--- src/rtl/spq_pkg.sv ---
// ----------------------------------------------------------------------------
// spq_pkg
// Shared types and codes for the sorted priority queue.
// ----------------------------------------------------------------------------
`default_nettype none

package spq_pkg;

    localparam int PRIO_W  = 16;
    localparam int VALUE_W = 32;
    localparam int COUNT_W = 5;   // width of the reported entry count

    typedef logic signed [PRIO_W-1:0]  prio_t;
    typedef logic signed [VALUE_W-1:0] value_t;

    typedef enum logic {
        CMD_PUSH = 1'b0,
        CMD_POP  = 1'b1
    } cmd_t;

    typedef enum logic [1:0] {
        STATUS_OK    = 2'd0,
        STATUS_FULL  = 2'd1,
        STATUS_EMPTY = 2'd2
    } status_t;

    // Shift control broadcast to every cell
    typedef struct packed {
        logic push;
        logic pop;
    } cell_ctl_t;

    // One stored entry as it moves between cells
    typedef struct packed {
        prio_t  prio;
        value_t value;
    } entry_t;

    // Registered response word
    typedef struct packed {
        status_t        status;
        prio_t          popped_priority;
        value_t         popped_value;
        logic           head_valid;
        prio_t          head_priority;
        value_t         head_value;
        logic [COUNT_W-1:0] entry_count;
    } rsp_word_t;

endpackage

`default_nettype wire

--- src/rtl/spq_if.sv ---
// ----------------------------------------------------------------------------
// spq_req_if / spq_rsp_if
// Valid/ready channels carrying queue requests and responses.
// ----------------------------------------------------------------------------
`default_nettype none

interface spq_req_if
    import spq_pkg::*;
();
    logic   valid;
    logic   ready;
    logic   cmd;
    prio_t  priority_req;
    value_t value;

    modport source (output valid, output cmd, output priority_req, output value,
                    input ready);
    modport sink   (input valid, input cmd, input priority_req, input value,
                    output ready);
endinterface

interface spq_rsp_if
    import spq_pkg::*;
();
    logic               valid;
    logic               ready;
    logic [1:0]         status;
    prio_t              popped_priority;
    value_t             popped_value;
    logic               head_valid;
    prio_t              head_priority;
    value_t             head_value;
    logic [COUNT_W-1:0] entry_count;

    modport source (output valid, output status, output popped_priority,
                    output popped_value, output head_valid, output head_priority,
                    output head_value, output entry_count, input ready);
    modport sink   (input valid, input status, input popped_priority,
                    input popped_value, input head_valid, input head_priority,
                    input head_value, input entry_count, output ready);
endinterface

`default_nettype wire

--- src/rtl/spq_cell.sv ---
// ----------------------------------------------------------------------------
// spq_cell
// One slot of the sorted chain: compares against the pushed entry and
// keeps, takes the new entry, or takes a neighbor's entry.
// ----------------------------------------------------------------------------
`default_nettype none

module spq_cell
    import spq_pkg::*;
(
    input  wire logic      clk,
    input  wire cell_ctl_t ctl,
    input  wire logic      occupied,
    input  wire entry_t    new_entry,
    input  wire entry_t    left_entry,
    input  wire logic      left_gt,
    input  wire entry_t    right_entry,
    output entry_t         entry,
    output logic           gt
);

    entry_t entry_reg;
    entry_t entry_next;

    // stays ahead of the pushed entry only if strictly higher priority
    assign gt = occupied && (entry_reg.prio > new_entry.prio);

    always_comb
    begin
        entry_next = entry_reg;
        if (ctl.push)
        begin
            if (!gt)
            begin
                entry_next = left_gt ? new_entry : left_entry;
            end
        end
        else if (ctl.pop)
        begin
            entry_next = right_entry;
        end
    end

    always_ff @(posedge clk)
    begin
        entry_reg <= entry_next;
    end

    assign entry = entry_reg;

endmodule

`default_nettype wire

--- src/rtl/sorted_priority_queue.sv ---
// ----------------------------------------------------------------------------
// sorted_priority_queue
// Bounded priority queue held sorted in a chain of compare-and-shift cells.
//
//   channel  dir  contents
//   req      in   cmd, priority_req, value
//   rsp      out  status, popped_*, head_valid, head_*, entry_count
//
// A request is applied to every cell in the cycle it is accepted; its
// response word is registered and shows on rsp the next cycle.
// One request per cycle sustained while rsp.ready is high; the single compare per cell sets the path.
// req.ready stays high while the response register is empty or being taken.
// Reset clears the entry count; cell contents are don't-care until written.
// ----------------------------------------------------------------------------
`default_nettype none

module sorted_priority_queue
    import spq_pkg::*;
#(
    parameter int QUEUE_DEPTH = 16
)
(
    input  wire logic  clk,
    input  wire logic  rst_n,
    spq_req_if.sink    req,
    spq_rsp_if.source  rsp
);

    localparam int CW = $clog2(QUEUE_DEPTH + 1);

    logic [CW-1:0] count_reg;
    logic [CW-1:0] count_next;
    logic          out_valid_reg;
    logic          out_valid_next;
    rsp_word_t     rsp_reg;
    rsp_word_t     rsp_next;

    logic      accept;
    logic      is_push;
    logic      full;
    logic      empty;
    logic      do_push;
    logic      do_pop;
    cell_ctl_t ctl;
    entry_t    new_entry;
    entry_t    head_next;

    entry_t                 cell_entry [QUEUE_DEPTH];
    logic [QUEUE_DEPTH-1:0] cell_gt;

    assign req.ready = !out_valid_reg || rsp.ready;
    assign accept    = req.valid && req.ready;
    assign is_push   = (req.cmd == CMD_PUSH);
    assign full      = (count_reg == CW'(QUEUE_DEPTH));
    assign empty     = (count_reg == '0);
    assign do_push   = accept && is_push && !full;
    assign do_pop    = accept && !is_push && !empty;

    assign ctl.push        = do_push;
    assign ctl.pop         = do_pop;
    assign new_entry.prio  = req.priority_req;
    assign new_entry.value = req.value;

    genvar gi;
    generate
        for (gi = 0; gi < QUEUE_DEPTH; gi++)
        begin : g_cell
            entry_t left_e;
            entry_t right_e;
            logic   left_gt;

            if (gi == 0)
            begin : g_head
                // nothing ahead of the head: it behaves as an infinite priority
                assign left_e  = new_entry;
                assign left_gt = 1'b1;
            end
            else
            begin : g_mid
                assign left_e  = cell_entry[gi-1];
                assign left_gt = cell_gt[gi-1];
            end

            if (gi == QUEUE_DEPTH - 1)
            begin : g_tail
                assign right_e = '0;
            end
            else
            begin : g_body
                assign right_e = cell_entry[gi+1];
            end

            spq_cell u_cell (
                .clk         (clk),
                .ctl         (ctl),
                .occupied    (CW'(gi) < count_reg),
                .new_entry   (new_entry),
                .left_entry  (left_e),
                .left_gt     (left_gt),
                .right_entry (right_e),
                .entry       (cell_entry[gi]),
                .gt          (cell_gt[gi])
            );
        end
    endgenerate

    always_comb
    begin
        count_next = count_reg;
        if (do_push)
        begin
            count_next = count_reg + 1'b1;
        end
        else if (do_pop)
        begin
            count_next = count_reg - 1'b1;
        end
    end

    // head as it will stand after this request
    always_comb
    begin
        head_next = cell_entry[0];
        if (do_push)
        begin
            head_next = cell_gt[0] ? cell_entry[0] : new_entry;
        end
        else if (do_pop)
        begin
            head_next = cell_entry[1];
        end
    end

    always_comb
    begin
        rsp_next = rsp_reg;
        if (accept)
        begin
            rsp_next.status          = STATUS_OK;
            if (is_push && full)
            begin
                rsp_next.status = STATUS_FULL;
            end
            else if (!is_push && empty)
            begin
                rsp_next.status = STATUS_EMPTY;
            end
            rsp_next.popped_priority = do_pop ? cell_entry[0].prio : '0;
            rsp_next.popped_value    = do_pop ? cell_entry[0].value : '0;
            rsp_next.head_valid      = (count_next != '0);
            rsp_next.head_priority   = (count_next != '0) ? head_next.prio : '0;
            rsp_next.head_value      = (count_next != '0) ? head_next.value : '0;
            rsp_next.entry_count     = COUNT_W'(count_next);
        end
    end

    always_comb
    begin
        out_valid_next = out_valid_reg;
        if (accept)
        begin
            out_valid_next = 1'b1;
        end
        else if (rsp.ready)
        begin
            out_valid_next = 1'b0;
        end
    end

    always_ff @(posedge clk or negedge rst_n)
    begin
        if (!rst_n)
        begin
            count_reg     <= '0;
            out_valid_reg <= 1'b0;
        end
        else
        begin
            count_reg     <= count_next;
            out_valid_reg <= out_valid_next;
        end
    end

    always_ff @(posedge clk)
    begin
        rsp_reg <= rsp_next;
    end

    assign rsp.valid           = out_valid_reg;
    assign rsp.status          = rsp_reg.status;
    assign rsp.popped_priority = rsp_reg.popped_priority;
    assign rsp.popped_value    = rsp_reg.popped_value;
    assign rsp.head_valid      = rsp_reg.head_valid;
    assign rsp.head_priority   = rsp_reg.head_priority;
    assign rsp.head_value      = rsp_reg.head_value;
    assign rsp.entry_count     = rsp_reg.entry_count;

    a_count_bound: assert property (@(posedge clk) disable iff (!rst_n)
        count_reg <= CW'(QUEUE_DEPTH))
        else $error("entry count above queue depth");

    a_head_sorted: assert property (@(posedge clk) disable iff (!rst_n)
        count_reg >= CW'(2) |-> cell_entry[0].prio >= cell_entry[1].prio)
        else $error("head lower priority than second entry");

    a_full_drop: assert property (@(posedge clk) disable iff (!rst_n)
        accept && is_push && full |=> count_reg == $past(count_reg))
        else $error("push on full queue changed the count");

    a_pop_dec: assert property (@(posedge clk) disable iff (!rst_n)
        do_pop |=> count_reg == $past(count_reg) - 1'b1)
        else $error("pop did not remove one entry");

endmodule

`default_nettype wire
--- src/flat_wrapper.sv ---
// flat-port wrapper written by rule: the top's interface ports become plain ports
module sorted_priority_queue_flat import spq_pkg::*;
#(
    parameter int QUEUE_DEPTH = 16
)
  (clk, rst_n, req_valid, req_cmd, req_priority_req, req_value, req_ready, rsp_valid, rsp_status, rsp_popped_priority, rsp_popped_value, rsp_head_valid, rsp_head_priority, rsp_head_value, rsp_entry_count, rsp_ready);
  spq_req_if req_i ();
  spq_rsp_if rsp_i ();
  input  wire logic clk;
  input  wire logic rst_n;
  input wire logic [$bits(req_i.valid)-1:0] req_valid;
  input wire logic [$bits(req_i.cmd)-1:0] req_cmd;
  input wire logic [$bits(req_i.priority_req)-1:0] req_priority_req;
  input wire logic [$bits(req_i.value)-1:0] req_value;
  output wire logic [$bits(req_i.ready)-1:0] req_ready;
  output wire logic [$bits(rsp_i.valid)-1:0] rsp_valid;
  output wire logic [$bits(rsp_i.status)-1:0] rsp_status;
  output wire logic [$bits(rsp_i.popped_priority)-1:0] rsp_popped_priority;
  output wire logic [$bits(rsp_i.popped_value)-1:0] rsp_popped_value;
  output wire logic [$bits(rsp_i.head_valid)-1:0] rsp_head_valid;
  output wire logic [$bits(rsp_i.head_priority)-1:0] rsp_head_priority;
  output wire logic [$bits(rsp_i.head_value)-1:0] rsp_head_value;
  output wire logic [$bits(rsp_i.entry_count)-1:0] rsp_entry_count;
  input wire logic [$bits(rsp_i.ready)-1:0] rsp_ready;
  assign req_i.valid = req_valid;
  assign req_i.cmd = req_cmd;
  assign req_i.priority_req = req_priority_req;
  assign req_i.value = req_value;
  assign req_ready = req_i.ready;
  assign rsp_valid = rsp_i.valid;
  assign rsp_status = rsp_i.status;
  assign rsp_popped_priority = rsp_i.popped_priority;
  assign rsp_popped_value = rsp_i.popped_value;
  assign rsp_head_valid = rsp_i.head_valid;
  assign rsp_head_priority = rsp_i.head_priority;
  assign rsp_head_value = rsp_i.head_value;
  assign rsp_entry_count = rsp_i.entry_count;
  assign rsp_i.ready = rsp_ready;
  sorted_priority_queue #(.QUEUE_DEPTH(QUEUE_DEPTH)) u_core (.clk(clk), .rst_n(rst_n), .req(req_i), .rsp(rsp_i));
endmodule
--- config.mk ---
export PLATFORM = sky130hd
export DESIGN_NAME = sorted_priority_queue_flat
export DESIGN_NICKNAME = d
export VERILOG_FILES = /design/src/rtl/spq_pkg.sv /design/src/rtl/spq_if.sv /design/src/rtl/spq_cell.sv /design/src/rtl/sorted_priority_queue.sv /design/src/flat_wrapper.sv
export SDC_FILE = /design/constraint.sdc
export NUM_CORES = 2
export LEC_CHECK = 0
export BUFFER_PORTS_ARGS = -buffer_cell sky130_fd_sc_hd__buf_4
export CORE_ASPECT_RATIO = 1.75
export CORE_MARGIN = 1
export CORE_UTILIZATION = 50
export CTS_CLUSTER_SIZE = 16
export DETAILED_ROUTE_END_ITERATION = 8
export GPL_TIMING_DRIVEN = 1
export PLACE_DENSITY_LB_ADDON = 0.25
export SLEW_MARGIN = 20
export SYNTH_ARGS = -nofsm -noshare
export SYNTH_HDL_FRONTEND = slang
export SYNTH_HIERARCHICAL = 1
export SYNTH_SLANG_ARGS = --single-unit
export TNS_END_PERCENT = 50
--- constraint.sdc ---
create_clock -name clk -period 9.8 [get_ports clk]
set_input_delay 1.47 -clock clk [delete_from_list [all_inputs] [get_ports clk]]
set_output_delay 1.47 -clock clk [all_outputs]
set_load 0.01 [all_outputs]
Yosys cells after proc, flatten, opt, wreduce, memory -nomap -nowiden
Cells that the tools add are included.
- word-level logic and storage cells: 206
- flip-flop bits (word level): 878
- eq/ne operators: 16
- reductions and logical operators: 46
- $add $sub $neg: 2
- $lt $le $gt $ge: 32
- multiplexer cells: 68
- bitwise gates (word level): 1
- operator list (cell ; number):
    $mux W48 ; 63
    $gt A16 B16 Y1 ; 16
    $lt A4 B5 Y1 const A ; 8
    $ne A2 B2 Y1 const B ; 15
    $reduce_and A2 Y1 ; 15
    $logic_and A1 B1 Y1 ; 23
    $lt A3 B5 Y1 const A ; 4
    $lt A1 B5 Y1 const A ; 2
    $lt A2 B5 Y1 const A ; 2
    $mux W5 ; 2
    $add A5 B1 Y5 const B ; 1
    $eq A5 B5 Y1 const B ; 1
    $logic_not A5 Y1 ; 1
    $reduce_bool A5 Y1 ; 1
    $sub A5 B1 Y5 const B ; 1
    $reduce_bool A2 Y1 ; 2
    $logic_not A1 Y1 ; 3
    $mux W1 ; 2
    $mux W2 ; 1
    $logic_or A1 B1 Y1 ; 1
    $not A1 Y1 ; 1

Logic depth before layout (Yosys ltp)
- depth after elaboration: 8
- depth in mapped cells: 12
- depth with buffers taken out: 10

By module
Netlist, hierarchy kept.
- modules (own cells, without submodules) (module ; instances ; seq. area each (um2) ; area an instance (um2) ; cells each):
    spq_cell (u_core.g_cell[0].u_cell ...) ; 9 ; 1441.4 ; 2886.5 ; 276
    spq_cell (u_core.g_cell[3].u_cell ...) ; 7 ; 1441.4 ; 2874.0 ; 270
    sorted_priority_queue ; 1 ; 3273.1 ; 5367.6 ; 437

Least setup slack after synthesis
Ideal clock, no wire load.
- path kind: input to register
- start point: in req_cmd
- end point: reg u_core.g_cell[0].u_cell.entry_reg (netlist bit u_core/g_cell[0].u_cell/entry[0]), enable pin
- cell stages on the path: 9
- slack: 2.361 ns
- data arrival time: 6.913 ns
- setup time: 0.526 ns
- data required time: 9.274 ns
- cell sequence: clkbuf_1 -> or4_1 -> buf_2 -> clkbuf_1 -> inv_1 -> clkbuf_1 -> clkbuf_1 -> nor2_1 -> a211oi_1
- word-level cells in the longest chain between the ends: 4
- elaborated cells on any way between the ends: 7
- classes of those cells: 2 x mux; 1 x bitwise; 4 x reduce/logical
- ends and longest elaborated chain (element ; line ; text):
    start, declared ; flat_wrapper.sv:12 ; input wire logic [$bits(req_i.cmd)-1:0] req_cmd;
    $not A1 Y1 ; sorted_priority_queue.sv:53 ; assign is_push = (req.cmd == CMD_PUSH);
    $logic_and A1 B1 Y1 (2 in series) ; sorted_priority_queue.sv:56 ; assign do_push = accept && is_push && !full;
    via u_core.do_push ; sorted_priority_queue.sv:42 ; logic do_push;
    $mux W48 ; - ;
    end signal, assigned ; spq_cell.sv:46 ; entry_reg <= entry_next;
    end, declared ; spq_cell.sv:22 ; entry_t entry_reg;
The timed path passes the listed nets, and every way through them passes these cells.
A chain may end at the register's enable or synchronous reset.

==> flow_summary.toml <==
[clocking]
cts_root_buf = "clkbuf_16"
clockBufferDepth = 3
cts_setup_buffers = 0
cts.hold.buffers_added = 0
insertion_delay_ps = 680
clk_pin_slew_ps = 70
post_cts_resized = 0
cts_tree = "yes"
cts.sink_count = 878
cts_max_level = 3
cts_inserted_buffers = 83

[critical_path]
end_kind = "register"
cp.required_ps = 10170
startpoint_type = "register"
r2r-end = "u_core/g_cell[9].u_cell/entry[22]"
path_cells = "inv_1 -> ha_1 -> and4bb_1 -> or4_2 -> inv_8 -> buf_12 -> buf_12 -> buf_16 -> a21oi_1"
r2r_start = "u_core/count_reg[1]"
critPathMaxStageDelay_ps = 690
critPathMaxFanout = 281
crit_buf_inv = 5
cp.depth = 9
cp_top_family = "buffers and inverters"
regToRegSetupSlack_ps = 4510
critPathArrivalTime_ps = 5660
r2r_cells = 9
setup.worst_path.class = "register to register"
slowest_stage = "buf_12"
cp_common_cell = "buf_12"

[drt]
num_vias = 35586
finalWirelength_mm = 122.4
via_per_inst = 5.713
drc = 0
wire_per_inst_um = 19.65
ant_nets = 0
drt_iter0_drc = 2836
dr.pass1.iters = 6

[cells_and_area]
final_cell_mix = "876 x a21oi_1, 872 x edfxtp_1, 803 x nor2_1"
drive_gt1_frac = 0.08519
layout_commonest_cell = "a21oi_1"
largest_register_ffs = 768
final_nets = 5142
num_antenna_cells = 0
area_growth_pct = 10.02
final_util = 0.5549

[timing]
setup_viol = 0
finalMaxSlewViolations = 0
max_freq_mhz = 189.2
fin_tns_setup_ps = 0
timing.final.crit_share = 0.5394
worst_pin_slew_ps = 1200
setup_slack_ps = 4514
fin_skew_ps = 23.39
fin_crit_ps = 5286
slew_headroom = 0.2000
rsz0062_at_grt = "no"
finalHoldViolCount = 0

[floorplanning]
die_h_um = 426.3
start_util = 0.5043
die-area_mm2 = 0.1042
core_area_mm2 = 0.1020
std_cell_rows = 155
ioPinCount = 159
die_x_um = 244.5

[placement]
place_congestion = 0.8340
io_buffers = 158
dpl_worst_slack_ps = 3883
dpl.hpwl_mm = 80.71

[pwr]
p_total_mw = 11.75
pwr-share-comb = 0.295
intPower_mw = 7.886
power.density_mw_per_mm2 = 207.7
sw_frac_of_total = 0.3291
seq_power_share = 0.427
clock_power_share = 0.277
power.switching_mw = 3.868
p_leak_nw = 23.01
ir_worst_vdd_uv = 143.0

[global_routing]
grt_overflow = 0
grt_use_total = 0.2311
antenna_found_initial = 2
grt_pass1_vias = 34406
grt_pass1_wl_mm = 191.8
grt_max_degree = 310

[yosys]
synthCells = 4808
synthesis.area_mm2 = 0.05144
avgSynthCellArea_um2 = 10.70
yosysWarnings = 6

[worst_hold_path]
hp-class = "primary input to async pin"

[run_status]
status = "completed"

[run]
maxCapViolCount = 0
## metal layers
metal / share of wire / vias up / track usage
met4: 0.024 / 4 / 0.07229
met2: 0.51 / 929 / 0.4099
li1: - / 17732 / -
met5: 0.00016 / - / 0
met1: 0.42 / 16761 / 0.2897
met3: 0.050 / 160 / 0.03149
## worst register-to-register path, stage by stage, from the launching register on
cell and delay (ps):
dfrtp_1 630, inv_1 220, ha_1 290, and4bb_1 260, or4_2 680, inv_8 570, buf_12 750, buf_12 670
buf_16 560, a21oi_1 350
## how the worst max path moves through the flow
stage                   startpoint  slack (ps)                                 end
6_report       u_core/count_reg[1]        4510   u_core/g_cell[9].u_cell/entry[22]
3_5_place_dp   req_priority_req[1]        3880   u_core/g_cell[1].u_cell/entry[19]
3_3_place_gp   req_priority_req[1]        3860           u_core/rsp.head_value[23]
4_1_cts        req_priority_req[1]        4620   u_core/g_cell[1].u_cell/entry[24]
5_1_grt        u_core/count_reg[1]        4300  u_core/g_cell[15].u_cell/entry[20]
2_1_floorplan              req_cmd        2360    u_core/g_cell[0].u_cell/entry[0]
## layout make-up
cell class                 count  area (µm²)
clock inverter                42       426.7
clock buffer                 109        2237
multi-input combinational   3380       23210
tap                         1334        1669
inverter                     276        1046
fill                        8882       45410
timing repair buffer         210        1678
sequential                   878       26340
## power groups by stage
stage | registers, mW | logic [mW] | clock network, mW
after floorplan | 5.01 | 2.57 | 0
after global placement | 5.09 | 3.39 | 0
after detailed placement | 5.09 | 3.48 | 0
after CTS | 5.02 | 3.47 | 3.34
after global routing | 5.07 | 3.77 | 3.47
final | 5.02 | 3.47 | 3.26
## per-stage QoR
step	std cells	hold WS (ps)	area, µm²
after global routing	6229	559.9	56600
after detailed placement	6076	561.1	53880
after floorplan	4855	537.7	51620
final	6229	578.5	56600
after CTS	6227	526.9	56540
after global placement	6075	552.5	53850
Note: power is estimated with default switching activity, not from simulation.
